==> config.mk <==
export PLATFORM = sky130hd
export DESIGN_NAME = multi_waveform_shaper_unit
export DESIGN_NICKNAME = d
export VERILOG_FILES = /design/src/rtl/mws_pkg.sv /design/src/rtl/multi_waveform_shaper_unit.sv
export SDC_FILE = /design/constraint.sdc
export NUM_CORES = 2
export LEC_CHECK = 0
export BUFFER_PORTS_ARGS = -buffer_cell sky130_fd_sc_hd__clkbuf_2
export CORE_MARGIN = 4
export CORE_UTILIZATION = 55
export CTS_CLUSTER_SIZE = 16
export DETAILED_ROUTE_END_ITERATION = 8
export PLACE_DENSITY_LB_ADDON = 0.1
export RECOVER_POWER = 100
export SYNTH_ARGS = -nofsm -noshare
export SYNTH_HDL_FRONTEND = slang
export SYNTH_SLANG_ARGS = --single-unit
==> constraint.sdc <==
create_clock -name i_clk -period 35.5 [get_ports i_clk]
set_input_delay 3.55 -clock i_clk [delete_from_list [all_inputs] [get_ports i_clk]]
set_output_delay 3.55 -clock i_clk [all_outputs]
set_load 0.01 [all_outputs]
==> src/rtl/mws_pkg.sv <==
// Package for the multi waveform shaper: widths, Q30 constants, shape codes,
// sequencer states and the coefficient tables of the shared multiplier.
// No dependencies.
package mws_pkg;

    localparam int PHASE_BITS  = 16;
    localparam int SAMPLE_BITS = 16;
    localparam int FRAC_BITS   = SAMPLE_BITS - 1;
    localparam int OUT_SHIFT   = 30 - FRAC_BITS;
    localparam int V_W         = 34;   // working width of a shape value (Q30)
    localparam int M_W         = 32;   // multiplier operand width

    localparam logic [31:0] LFSR_SEED = 32'hACE1ACE1;
    localparam logic [31:0] LFSR_TAPS = 32'h80200003;

    localparam logic signed [M_W-1:0] Q30_ONE   = 32'sd1073741824;
    localparam logic signed [M_W-1:0] RECT_DC   = 32'sd683565520;
    localparam logic signed [M_W-1:0] RECT_GAIN = 32'sd1686633657;
    localparam logic signed [M_W-1:0] SIN_C9    = 32'sd172272;

    localparam logic [2:0] SQ_LAST_K  = 3'd3;
    localparam logic [2:0] SAW_LAST_K = 3'd4;

    localparam logic [2:0] STEP_SQR  = 3'd0;
    localparam logic [2:0] STEP_C9   = 3'd1;
    localparam logic [2:0] STEP_C1   = 3'd4;
    localparam logic [2:0] STEP_SIN  = 3'd5;
    localparam logic [2:0] STEP_POST = 3'd6;

    typedef enum logic [3:0] {
        WAVE_SINE      = 4'd0,
        WAVE_SAW       = 4'd1,
        WAVE_INV_SAW   = 4'd2,
        WAVE_SQUARE    = 4'd3,
        WAVE_TRIANGLE  = 4'd4,
        WAVE_PULSE25   = 4'd5,
        WAVE_PULSE12   = 4'd6,
        WAVE_NOISE     = 4'd7,
        WAVE_BL_SQUARE = 4'd8,
        WAVE_BL_SAW    = 4'd9,
        WAVE_RECT_SINE = 4'd10,
        WAVE_TRAPEZOID = 4'd11,
        WAVE_STEP_SAW  = 4'd12
    } t_wave;

    localparam logic [3:0] WAVE_LAST = 4'd12;

    typedef enum logic [2:0] {
        ST_IDLE,
        ST_DIRECT,
        ST_SETUP,
        ST_MUL,
        ST_POST,
        ST_FINAL
    } t_state;

    // Horner coefficient added after the product of the given step
    function automatic logic signed [M_W-1:0] sin_coef(input logic [2:0] step);
        logic signed [M_W-1:0] c;
        unique case (step)
            3'd1:    c = -32'sd5026995;
            3'd2:    c = 32'sd85569306;
            3'd3:    c = -32'sd693598668;
            3'd4:    c = 32'sd1686629713;
            default: c = '0;
        endcase
        return c;
    endfunction

    function automatic logic signed [M_W-1:0] bl_weight(input logic is_square,
                                                        input logic [2:0] k);
        logic signed [M_W-1:0] w;
        if (is_square) begin
            unique case (k)
                3'd0:    w = 32'sd1148903752;
                3'd1:    w = 32'sd382967917;
                3'd2:    w = 32'sd229780750;
                3'd3:    w = 32'sd164129107;
                default: w = '0;
            endcase
        end else begin
            unique case (k)
                3'd0:    w = 32'sd676457349;
                3'd1:    w = 32'sd338228675;
                3'd2:    w = 32'sd225485783;
                3'd3:    w = 32'sd169114337;
                3'd4:    w = 32'sd135291470;
                default: w = '0;
            endcase
        end
        return w;
    endfunction

endpackage

==> src/rtl/multi_waveform_shaper_unit.sv <==
// Multi waveform shaper top level: phase word in, Q1.15 sample out.
// Uses mws_pkg for widths, shape codes, states and coefficient tables.
//
// Usage:
//   Write the shape index on i_cfg_data with i_cfg_we while idle; codes
//   above the stepped saw are ignored and the previous shape stays.
//   A word is taken on a clock edge with start high and busy low. The result
//   appears on o_sample / o_clipped for one cycle, marked by o_valid; the
//   receiver cannot stall, so it must take it in that cycle.
//   busy stays high while one word is worked on, and a new word is taken
//   only once busy is low again. Direct shapes (saw, inverted saw, square,
//   triangle, pulses, noise, trapezoid, stepped saw) are worked out without
//   the multiplier; the sine, rectified sine, band-limited square (4
//   harmonics) and band-limited saw (5) use the one shared 32x32 multiplier.
//   Each sine takes six products, each harmonic one more, and every product
//   passes through a multiply state and an accumulate state.
//   Reset selects the sine, reseeds the noise LFSR and drops o_valid and busy.
module multi_waveform_shaper_unit (
    input  logic                                i_clk,
    input  logic                                i_rst_n,
    input  logic                                start,
    output logic                                busy,
    input  logic [mws_pkg::PHASE_BITS-1:0]      i_phase,
    input  logic                                i_cfg_we,
    input  logic [3:0]                          i_cfg_data,
    output logic                                o_valid,
    output logic signed [mws_pkg::SAMPLE_BITS-1:0] o_sample,
    output logic                                o_clipped
);

    localparam int PB = mws_pkg::PHASE_BITS;
    localparam int VW = mws_pkg::V_W;
    localparam int MW = mws_pkg::M_W;

    localparam logic signed [VW-1:0] V_ONE   = VW'(64'sd1 <<< 30);
    localparam logic [PB-1:0]        HALF    = PB'(64'd1 << (PB - 1));
    localparam logic [PB-1:0]        QUART   = PB'(64'd1 << (PB - 2));
    localparam logic [PB-1:0]        EIGHTH  = PB'(64'd1 << (PB - 3));
    localparam logic signed [VW-1:0] RND     = VW'(64'sd1 <<< (mws_pkg::OUT_SHIFT - 1));
    localparam logic signed [VW-1:0] S_MAX   = VW'((64'sd1 <<< mws_pkg::FRAC_BITS) - 1);
    localparam logic signed [VW-1:0] S_MIN   = -VW'(64'sd1 <<< mws_pkg::FRAC_BITS);

    mws_pkg::t_state r_state, n_state;
    mws_pkg::t_wave  r_wave;

    logic [31:0]           r_lfsr;
    logic [PB-1:0]         r_phase;
    logic [PB-1:0]         r_hphase;
    logic [2:0]            r_k;
    logic [2:0]            r_step;
    logic [30:0]           r_y;
    logic [30:0]           r_y2;
    logic                  r_neg;
    logic signed [MW-1:0]  r_acc;
    logic signed [MW-1:0]  r_sin;
    logic signed [MW-1:0]  r_mul;
    logic signed [VW-1:0]  r_v;
    logic                  r_valid;
    logic signed [mws_pkg::SAMPLE_BITS-1:0] r_sample;
    logic                  r_clipped;

    logic                  use_seq;
    logic                  last_k;
    logic [PB-1:0]         h_inc;

    // shared multiplier: Q30 product, magnitude rounded half up
    logic signed [MW-1:0]  mul_a, mul_b;
    logic [MW-1:0]         mag_a, mag_b;
    logic [2*MW-1:0]       prod;
    logic [MW-1:0]         prod_r;
    logic signed [MW-1:0]  mul_q;

    always_comb begin
        mag_a  = mul_a[MW-1] ? MW'(-mul_a) : MW'(mul_a);
        mag_b  = mul_b[MW-1] ? MW'(-mul_b) : MW'(mul_b);
        prod   = (2*MW)'(mag_a) * (2*MW)'(mag_b) + (2*MW)'(64'd1 << 29);
        prod_r = prod[MW+29:30];
        mul_q  = (mul_a[MW-1] ^ mul_b[MW-1]) ? -$signed(prod_r) : $signed(prod_r);
    end

    assign use_seq = (r_wave == mws_pkg::WAVE_SINE) || (r_wave == mws_pkg::WAVE_BL_SQUARE)
                  || (r_wave == mws_pkg::WAVE_BL_SAW) || (r_wave == mws_pkg::WAVE_RECT_SINE);
    assign last_k  = (r_wave == mws_pkg::WAVE_BL_SQUARE) ? (r_k == mws_pkg::SQ_LAST_K)
                                                         : (r_k == mws_pkg::SAW_LAST_K);
    assign h_inc   = (r_wave == mws_pkg::WAVE_BL_SQUARE) ? (r_phase << 1) : r_phase;

    // next state
    always_comb begin
        n_state = r_state;
        unique case (r_state)
            mws_pkg::ST_IDLE: begin
                if (start) n_state = use_seq ? mws_pkg::ST_SETUP : mws_pkg::ST_DIRECT;
            end
            mws_pkg::ST_DIRECT: n_state = mws_pkg::ST_FINAL;
            mws_pkg::ST_SETUP:  n_state = mws_pkg::ST_MUL;
            mws_pkg::ST_MUL:    n_state = mws_pkg::ST_POST;
            mws_pkg::ST_POST: begin
                if (r_step == mws_pkg::STEP_SIN) begin
                    n_state = (r_wave == mws_pkg::WAVE_SINE) ? mws_pkg::ST_FINAL
                                                              : mws_pkg::ST_MUL;
                end else if (r_step == mws_pkg::STEP_POST) begin
                    if (r_wave == mws_pkg::WAVE_RECT_SINE || last_k) begin
                        n_state = mws_pkg::ST_FINAL;
                    end else begin
                        n_state = mws_pkg::ST_SETUP;
                    end
                end else begin
                    n_state = mws_pkg::ST_MUL;
                end
            end
            mws_pkg::ST_FINAL:  n_state = mws_pkg::ST_IDLE;
            default:            n_state = mws_pkg::ST_IDLE;
        endcase
    end

    // outputs and operand select
    always_comb begin
        busy  = (r_state != mws_pkg::ST_IDLE);
        mul_a = r_acc;
        mul_b = $signed({1'b0, r_y2});
        unique case (r_step)
            mws_pkg::STEP_SQR: begin
                mul_a = $signed({1'b0, r_y});
                mul_b = $signed({1'b0, r_y});
            end
            mws_pkg::STEP_C9: mul_a = mws_pkg::SIN_C9;
            mws_pkg::STEP_SIN: mul_b = $signed({1'b0, r_y});
            mws_pkg::STEP_POST: begin
                if (r_wave == mws_pkg::WAVE_RECT_SINE) begin
                    mul_a = r_sin - mws_pkg::RECT_DC;
                    mul_b = mws_pkg::RECT_GAIN;
                end else begin
                    mul_a = r_sin;
                    mul_b = mws_pkg::bl_weight(r_wave == mws_pkg::WAVE_BL_SQUARE, r_k);
                end
            end
            default: ;
        endcase
    end

    // direct shapes and noise
    logic [31:0]          lfsr_nx;
    logic signed [VW-1:0] four_t;
    logic signed [VW-1:0] tmp;
    logic signed [VW-1:0] v_dir;
    logic signed [31:0]   nz;

    always_comb begin
        lfsr_nx = {1'b0, r_lfsr[31:1]} ^ (r_lfsr[0] ? mws_pkg::LFSR_TAPS : 32'd0);
        nz      = $signed({~lfsr_nx[31], lfsr_nx[30:0]});
        four_t  = $signed(VW'(r_phase)) <<< (32 - PB);
        tmp     = '0;
        unique case (r_wave)
            mws_pkg::WAVE_SAW:      v_dir = (four_t >>> 1) - V_ONE;
            mws_pkg::WAVE_INV_SAW:  v_dir = V_ONE - (four_t >>> 1);
            mws_pkg::WAVE_SQUARE:   v_dir = (r_phase < HALF) ? -V_ONE : V_ONE;
            mws_pkg::WAVE_TRIANGLE: begin
                tmp   = four_t - (V_ONE <<< 1);
                v_dir = (tmp[VW-1] ? -tmp : tmp) - V_ONE;
            end
            mws_pkg::WAVE_PULSE25:  v_dir = (r_phase < QUART) ? V_ONE : -V_ONE;
            mws_pkg::WAVE_PULSE12:  v_dir = (r_phase < EIGHTH) ? V_ONE : -V_ONE;
            mws_pkg::WAVE_NOISE:    v_dir = VW'(nz >>> 1);
            mws_pkg::WAVE_TRAPEZOID: begin
                tmp = (r_phase < HALF) ? (four_t - V_ONE) : (3 * V_ONE - four_t);
                tmp = tmp <<< 1;
                if (tmp > V_ONE) begin
                    v_dir = V_ONE;
                end else if (tmp < -V_ONE) begin
                    v_dir = -V_ONE;
                end else begin
                    v_dir = tmp;
                end
            end
            mws_pkg::WAVE_STEP_SAW: begin
                tmp   = $signed(VW'(r_phase[PB-1:PB-4])) - VW'(8);
                v_dir = (tmp <<< 27) + (VW'(1) <<< 26);
            end
            default: v_dir = '0;
        endcase
    end

    // clamp of the quarter-wave polynomial
    logic signed [MW-1:0] sin_mag;
    always_comb begin
        if (r_mul[MW-1]) begin
            sin_mag = '0;
        end else if (r_mul > mws_pkg::Q30_ONE) begin
            sin_mag = mws_pkg::Q30_ONE;
        end else begin
            sin_mag = r_mul;
        end
    end

    // output rounding and saturation
    logic signed [VW-1:0] v_out;
    always_comb begin
        v_out = (r_v + RND) >>> mws_pkg::OUT_SHIFT;
    end

    always_ff @(posedge i_clk) begin
        if (!i_rst_n) begin
            r_state <= mws_pkg::ST_IDLE;
            r_wave  <= mws_pkg::WAVE_SINE;
            r_lfsr  <= mws_pkg::LFSR_SEED;
            r_valid <= 1'b0;
        end else begin
            r_state <= n_state;
            r_valid <= (r_state == mws_pkg::ST_FINAL);
            if (i_cfg_we && i_cfg_data <= mws_pkg::WAVE_LAST) begin
                r_wave <= mws_pkg::t_wave'(i_cfg_data);
            end
            if (r_state == mws_pkg::ST_DIRECT && r_wave == mws_pkg::WAVE_NOISE) begin
                r_lfsr <= lfsr_nx;
            end
        end
    end

    always_ff @(posedge i_clk) begin
        unique case (r_state)
            mws_pkg::ST_IDLE: begin
                r_phase  <= i_phase;
                r_hphase <= i_phase;
                r_k      <= '0;
                r_v      <= '0;
            end
            mws_pkg::ST_DIRECT: r_v <= v_dir;
            mws_pkg::ST_SETUP: begin
                r_step <= mws_pkg::STEP_SQR;
                r_neg  <= r_hphase[PB-1];
                if (r_hphase[PB-2]) begin
                    r_y <= 31'(64'd1 << 30) - 31'({r_hphase[PB-3:0], (32 - PB)'(0)});
                end else begin
                    r_y <= 31'({r_hphase[PB-3:0], (32 - PB)'(0)});
                end
            end
            mws_pkg::ST_MUL: r_mul <= mul_q;
            mws_pkg::ST_POST: begin
                r_step <= r_step + 3'd1;
                if (r_step == mws_pkg::STEP_SQR) begin
                    r_y2 <= r_mul[30:0];
                end else if (r_step == mws_pkg::STEP_SIN) begin
                    if (r_wave == mws_pkg::WAVE_RECT_SINE) begin
                        r_sin <= sin_mag;
                    end else begin
                        r_sin <= r_neg ? -sin_mag : sin_mag;
                    end
                    if (r_wave == mws_pkg::WAVE_SINE) begin
                        r_v <= r_neg ? VW'(sin_mag) : -VW'(sin_mag);
                    end
                end else if (r_step == mws_pkg::STEP_POST) begin
                    if (r_wave == mws_pkg::WAVE_RECT_SINE) begin
                        r_v <= VW'(r_mul);
                    end else begin
                        r_v      <= r_v - VW'(r_mul);
                        r_k      <= r_k + 3'd1;
                        r_hphase <= r_hphase + h_inc;
                    end
                end else begin
                    r_acc <= mws_pkg::sin_coef(r_step) + r_mul;
                end
            end
            mws_pkg::ST_FINAL: begin
                if (v_out > S_MAX) begin
                    r_sample  <= mws_pkg::SAMPLE_BITS'(S_MAX);
                    r_clipped <= 1'b1;
                end else if (v_out < S_MIN) begin
                    r_sample  <= mws_pkg::SAMPLE_BITS'(S_MIN);
                    r_clipped <= 1'b1;
                end else begin
                    r_sample  <= mws_pkg::SAMPLE_BITS'(v_out);
                    r_clipped <= 1'b0;
                end
            end
            default: ;
        endcase
    end

    assign o_valid   = r_valid;
    assign o_sample  = r_sample;
    assign o_clipped = r_clipped;

endmodule
== Word-level counts from Yosys, hierarchy flattened ==
Index checks and enable logic that the tools add are counted.

* $add $sub $neg: 23
* $mul: 1
* Magnitude comparators: 9
* Equal/unequal tests: 34
* Muxes and demuxes: 58
* Bitwise gates (word level): 6
* Reductions and logical operators: 20

{| class="wikitable"
|+ Operators by type and width
! kind !! number
|-
| 2-to-1 mux 32 bit || 13
|-
| 2-to-1 mux 34 bit || 12
|-
| one-hot mux 34 bit (9 select lines) || 1
|-
| one-hot mux 30 bit (5 select lines) || 1
|-
| negator 32 bit || 4
|-
| one-hot mux 32 bit (4 select lines) || 1
|-
| one-hot mux 31 bit (4 select lines) || 1
|-
| one-hot mux 34 bit (3 select lines) || 1
|-
| 2-to-1 mux 16 bit || 6
|-
| one-hot mux 32 bit (3 select lines) || 1
|-
| one-hot mux 32 bit (2 select lines) || 1
|-
| adder 62 x 30 -> 62 bit, second input constant || 1
|-
| multiplier 32 x 32 -> 62 bit || 1
|-
| 2-to-1 mux 31 bit || 2
|-
| adder 34 x 16 -> 34 bit, second input constant || 1
|-
| > comparator 34 x 32 -> 1 bit, second input constant || 1
|-
| less-than comparator 34 x 31 -> 1 bit, second input constant || 1
|-
| negator 32 -> 34 bit || 1
|-
| negator 33 -> 34 bit || 1
|-
| subtractor 34 x 32 -> 34 bit || 1
|-
| subtractor 34 x 32 -> 34 bit, second input constant || 1
|-
| adder 32 x 28 -> 33 bit, second input constant || 1
|-
| 2-to-1 mux 33 bit || 1
|-
| subtractor 32 x 31 -> 33 bit, second input constant || 1
|-
| 47 further kinds || 95
|}

* Bits in registers: 288
* Input bits: 24
* Output and inout bits: 19
* Logic and storage cells: 169

== Logic depth before layout (Yosys ltp) ==
* Word-level depth: 11
* Depth in mapped cells: 50
* Gate-level depth less buffers: 46

== Worst setup path after synthesis ==
No wires, ideal clock.

* Path kind: flip-flop to flip-flop
* Start: register r_step[0]
* End: register r_mul[26], data pin
* Library setup time: 0.264 ns
* Arrival time: 12.365 ns
* Slack: 22.872 ns
* Stages on the path, launching flop included: 49
* Clock period less this slack: 12.628 ns
* Cell sequence: edfxtp_1 > inv_1 > ha_1 > clkbuf_1 > mux2_2 > a21o_1 > clkbuf_1 > inv_1 > clkbuf_1 > ha_1 > o221ai_1 > nor3_1 > nand3b_1 > or3_1 > and3b_1 > nand3_1 > inv_1 > a31oi_1 > [... 13 more ...] > fa_1 > fa_1 > fa_1 > inv_1 > ha_1 > clkbuf_1 > nand4_1 > or3_1 > nor4_1 > nand2b_1 > o41ai_1 > a211oi_2 > xnor2_1 > a2111oi_2 > nand4_1 > or4b_1 > o31a_1 > xor2_1

* Cells in the longest elaborated chain, start to end: 9
* Elaborated cells on any way between the ends: 16
* Classes of those cells: 4 x add/sub; 1 x mul; 3 x eq/ne; 5 x mux; 1 x bitwise; 2 x reduce/logical

{| class="wikitable"
|+ RTL lines
! what !! line !! RTL
|-
| start: declaration || multi_waveform_shaper_unit.sv:50 || <nowiki>logic [2:0] r_step;</nowiki>
|-
| start signal: assignment || multi_waveform_shaper_unit.sv:229 || <nowiki>r_step <= mws_pkg::STEP_SQR;</nowiki>
|-
| start signal: assignment || multi_waveform_shaper_unit.sv:239 || <nowiki>r_step <= r_step + 3'd1;</nowiki>
|-
| equality test 3 bit / logical NOT 3 bit (equally long branches) || multi_waveform_shaper_unit.sv:121 || <nowiki>unique case (r_step)</nowiki>
|-
| OR reduction 2 bit (no source line) || - ||
|-
| one-hot mux 32 bit (2 select lines) || multi_waveform_shaper_unit.sv:121 ||
|-
| negator 32 bit || multi_waveform_shaper_unit.sv:75 || <nowiki>mag_b = mul_b[MW-1] ? MW'(-mul_b) : MW'(mul_b);</nowiki>
|-
| 2-to-1 mux 32 bit || multi_waveform_shaper_unit.sv:75 ||
|-
| multiplier 32 x 32 -> 62 bit || multi_waveform_shaper_unit.sv:76 || <nowiki>prod = (2*MW)'(mag_a) * (2*MW)'(mag_b) + (2*MW)'(64'd1 << 29);</nowiki>
|-
| adder 62 x 30 -> 62 bit || multi_waveform_shaper_unit.sv:76 ||
|-
| negator 32 bit || multi_waveform_shaper_unit.sv:78 || <nowiki>mul_q = (mul_a[MW-1] ^ mul_b[MW-1]) ? -$signed(prod_r) : $signed(prod_r);</nowiki>
|-
| 2-to-1 mux 32 bit * || multi_waveform_shaper_unit.sv:78 ||
|-
| net mul_q[26] || multi_waveform_shaper_unit.sv:71 || <nowiki>logic signed [MW-1:0] mul_q;</nowiki>
|-
| end signal: assignment || multi_waveform_shaper_unit.sv:237 || <nowiki>mws_pkg::ST_MUL: r_mul <= mul_q;</nowiki>
|-
| end: declaration || multi_waveform_shaper_unit.sv:56 || <nowiki>logic signed [MW-1:0] r_mul;</nowiki>
|}

The timed path passes the listed nets; every way through them passes the cells marked *.
A chain may end at the register's enable or synchronous reset.

== Worst setup path after layout ==
* Start: register r_step[0]
* End: register r_mul[28], data pin

Same word-level chain as after synthesis.

==> impl_metrics.env <==
export IMPL_maxSlewViolCount=325
export IMPL_ys_top_cells_by_count="inv_1, fa_1, nand2_1, nor2_1, ha_1"
export IMPL_grt_pass1_vias=45400
export IMPL_synthCells=6239
export IMPL_drv_cap=9
export IMPL_setup_viol=0
export IMPL_grt_use_total_pct=35.8
export IMPL_min_period_ns=16.64
export IMPL_crit_top_cell="fa_1"
export IMPL_met3_length_um=18800
export IMPL_num_vias=44500
export IMPL_fin_skew_ns=0.0409
export IMPL_status="finished with violations"
export IMPL_worst_slew_pin_slew_ns=2.16
export IMPL_fillers=8758
export IMPL_io_buffer_count=42
export IMPL_synthArstFlopShare_pct=0
export IMPL_hold_depth=2
export IMPL_grt_pass1_wl_um=277000
export IMPL_clock_latency_ns=0.61
export IMPL_io_pins=43
export IMPL_synth_area_mm2=0.0532
export IMPL_worstPathRequired_ns=35.82
export IMPL_wl_um=182000
export IMPL_synth_main_ff_cell="edfxtp_1"
export IMPL_finalSetupTns_ns=0
export IMPL_numCtsBuffers=30
export IMPL_die_x_um=319
export IMPL_rsz0062_at_grt="false"
export IMPL_multi_input_area_mm2=0.0405
export IMPL_dp_final_hpwl_um=141000
export IMPL_wl_met1_um=68400
export IMPL_syn_nets=7528
export IMPL_cts_tree="done"
export IMPL_start_util_pct=55.7
export IMPL_die_h_um=319
export IMPL_core_mm2=0.0954
export IMPL_cts_buffer_depth=3
export IMPL_max_freq_mhz=60.1
export IMPL_register_area_mm2=0.00777
export IMPL_synth_edf_count=232
export IMPL_final_hold_viol_count=0
export IMPL_post_cts_buffers=0
export IMPL_end_kind="flip-flop"
export IMPL_drive_above_1_share_pct=4.56
export IMPL_synth_top_cell_area_share_pct=32.7
export IMPL_setup_worst_path_class="reg2reg"
export IMPL_yosysMostFrequentCell="inv_1"
export IMPL_fin_crit_sh_pct=46.9
export IMPL_whs_endpoint="r_lfsr[4]"
export IMPL_initialDrtViolationCount=4257
export IMPL_syn_avg_cell_area_um2=8.52
export IMPL_crit_fanout=43
export IMPL_grt_max_degree=44
export IMPL_r2r_slack_ns=18.86
export IMPL_crit_slowest_cell="clkbuf_1"
export IMPL_wl_per_cell_um=24.5
export IMPL_highest_layer="met5"
export IMPL_ys_warn_count=0
export IMPL_num_rows=113
export IMPL_r2r_end="r_mul[28]"
export IMPL_area_growth_pct=5.59
export IMPL_gp_congestion=0.977
export IMPL_wl_met2_um=81600
export IMPL_crit_arrival_ns=16.96
export IMPL_die_area_mm2=0.102
export IMPL_synth_area_leader_cell="fa_1"
export IMPL_cts_root_buf="clkbuf_16"
export IMPL_synth_distinct_cells=98
export IMPL_cts_hold_buf=0
export IMPL_max_stage_delay_ns=1.55
export IMPL_violations="capacitance limit, slew limit"
export IMPL_antenna_found_initial=5
export IMPL_yosysSeqAreaShare_pct=14.6
export IMPL_route_antenna_remaining_nets=0
export IMPL_ys_ff_latch=272
export IMPL_cp_start_kind="flip-flop"
export IMPL_cts_resized=0
export IMPL_r2r_start="r_step[0]"
export IMPL_hold_path_class="reg2reg"
export IMPL_vias_per_cell=5.99
export IMPL_timing_slew_headroom_pct=-44.1
export IMPL_final_net_count=7433
export IMPL_worstRegToRegCells=40
export IMPL_synth_area_leaders="fa_1, edfxtp_1, ha_1"
export IMPL_grt_ovfl_total=0
export IMPL_clk_pin_slew_ns=0.06
export IMPL_numClockSinks=272
export IMPL_drt_pass1_iterations=6
export IMPL_htree_levels=1
export IMPL_drcViolationCount=0
export IMPL_min_from="r_lfsr[4]"
[critical path: cells and delay by family, from the launching register on]
family / cells / cell delay, ns
buffers and inverters: 8 / 2.44
AO/OA/AOI/OAI: 6 / 2.12
AND/OR/NAND/NOR: 13 / 5.22
adder cells (fa/ha/maj): 10 / 4.88
XOR/XNOR: 3 / 1.24
flip-flops: 1 / 0.42
[worst max path at each step]
stage                     startpoint        end  slack (ns)  cells after the start
after global routing       r_step[0]  r_mul[28]       18.13                     40
after detailed placement   r_wave[2]  r_mul[28]       20.63                     41
final                      r_step[0]  r_mul[28]       18.86                     40
after global placement     r_wave[2]  r_mul[26]       20.98                     41
after floorplan            r_step[0]  r_mul[26]       22.87                     48
after CTS                  r_wave[2]  r_mul[28]       20.60                     41
[layout by cell type, fill, tap and decap left out, types with 14 or more instances in the layout]
| master | count |
|---|---|
| a211oi_1 | 36 |
| a21boi_0 | 26 |
| a21o_1 | 77 |
| a21oi_1 | 222 |
| a221oi_1 | 14 |
| a222oi_1 | 16 |
| a22oi_1 | 16 |
| a31o_2 | 16 |
| a31oi_1 | 38 |
| and2_1 | 30 |
| and3_1 | 39 |
| buf_4 | 123 |
| clkbuf_1 | 60 |
| clkbuf_16 | 30 |
| dfxtp_1 | 40 |
| edfxtp_1 | 232 |
| fa_1 | 869 |
| ha_1 | 396 |
| inv_1 | 1115 |
| nand2_1 | 832 |
| nand2b_1 | 55 |
| nand3_1 | 77 |
| nand4_1 | 24 |
| nor2_1 | 693 |
| nor2b_1 | 32 |
| nor3_1 | 94 |
| nor4_1 | 19 |
| o211ai_1 | 23 |
| o21a_1 | 35 |
| o21ai_0 | 246 |
| o21bai_1 | 28 |
| o31ai_1 | 32 |
| or2_2 | 14 |
| or3_1 | 36 |
| xnor2_1 | 165 |
| xor2_1 | 79 |
[through the flow]
step | hold slack, ns | cells | setup slack, ns | utilization, % | cell area, um^2
6_report | 0.468 | 7433 | 18.86 | 58.8 | 56100
5_1_grt | 0.493 | 7431 | 18.13 | 58.8 | 56100
3_3_place_gp | 0.454 | 7377 | 20.98 | 58.0 | 55300
4_1_cts | 0.470 | 7431 | 20.60 | 59.0 | 56300
2_1_floorplan | 0.424 | 6239 | 22.87 | - | 53200
3_5_place_dp | 0.454 | 7377 | 20.63 | 58.0 | 55300
[flip-flops by register name (all words and copies together), names as in the netlist]
| register | count |
|---|---|
| o_sample | 16 |
| r_lfsr | 32 |
| r_y | 15 |
| r_phase | 16 |
| o_clipped | 1 |
| r_sin | 32 |
| r_acc | 32 |
| r_neg | 1 |
| r_y2 | 31 |
| r_hphase | 16 |
| r_step | 3 |
| o_valid | 1 |
| r_k | 3 |
| r_state | 3 |
| r_v | 34 |
| r_mul | 32 |
| r_wave | 4 |
[final cells by class]
cell class | count | share of cell area [%]
multi-input cells | 4540 | 72.1
flip-flops and latches | 272 | 13.8
inverters | 1116 | 7.46
well taps | 1265 | 2.82
repair buffers | 184 | 2.07
clock buffers | 38 | 1.43
clock inverters | 16 | 0.319
diodes | 2 | 0.00892
[cells by family (layout without fill, tap and decap cells)]
kind of cell | count (synthesis) | in the layout | share of synthesized area [%]
buffers and inverters | 1427 | 1354 | 10.1
other | 0 | 2 | 0
adders and majority gates | 1265 | 1265 | 42.0
and+or+nand+nor | 2011 | 2011 | 16.3
muxes | 18 | 18 | 0.360
xor gates and xnor gates | 272 | 272 | 4.51
AOI/OAI and AO/OA | 974 | 974 | 12.0
DFF | 272 | 272 | 14.6
[per-layer routing]
| layer | track usage [%] | up-vias |
|---|---|---|
| met5 | 1.94 | - |
| met4 | 20.5 | 8 |
| met3 | 7.74 | 517 |
| met2 | 56.5 | 2302 |
| met1 | 45.8 | 22000 |
| li1 | - | 19700 |
Power is left out: the tool's default activity adds up to more than one toggle a clock period on the data nets, which glitch-free logic cannot reach.
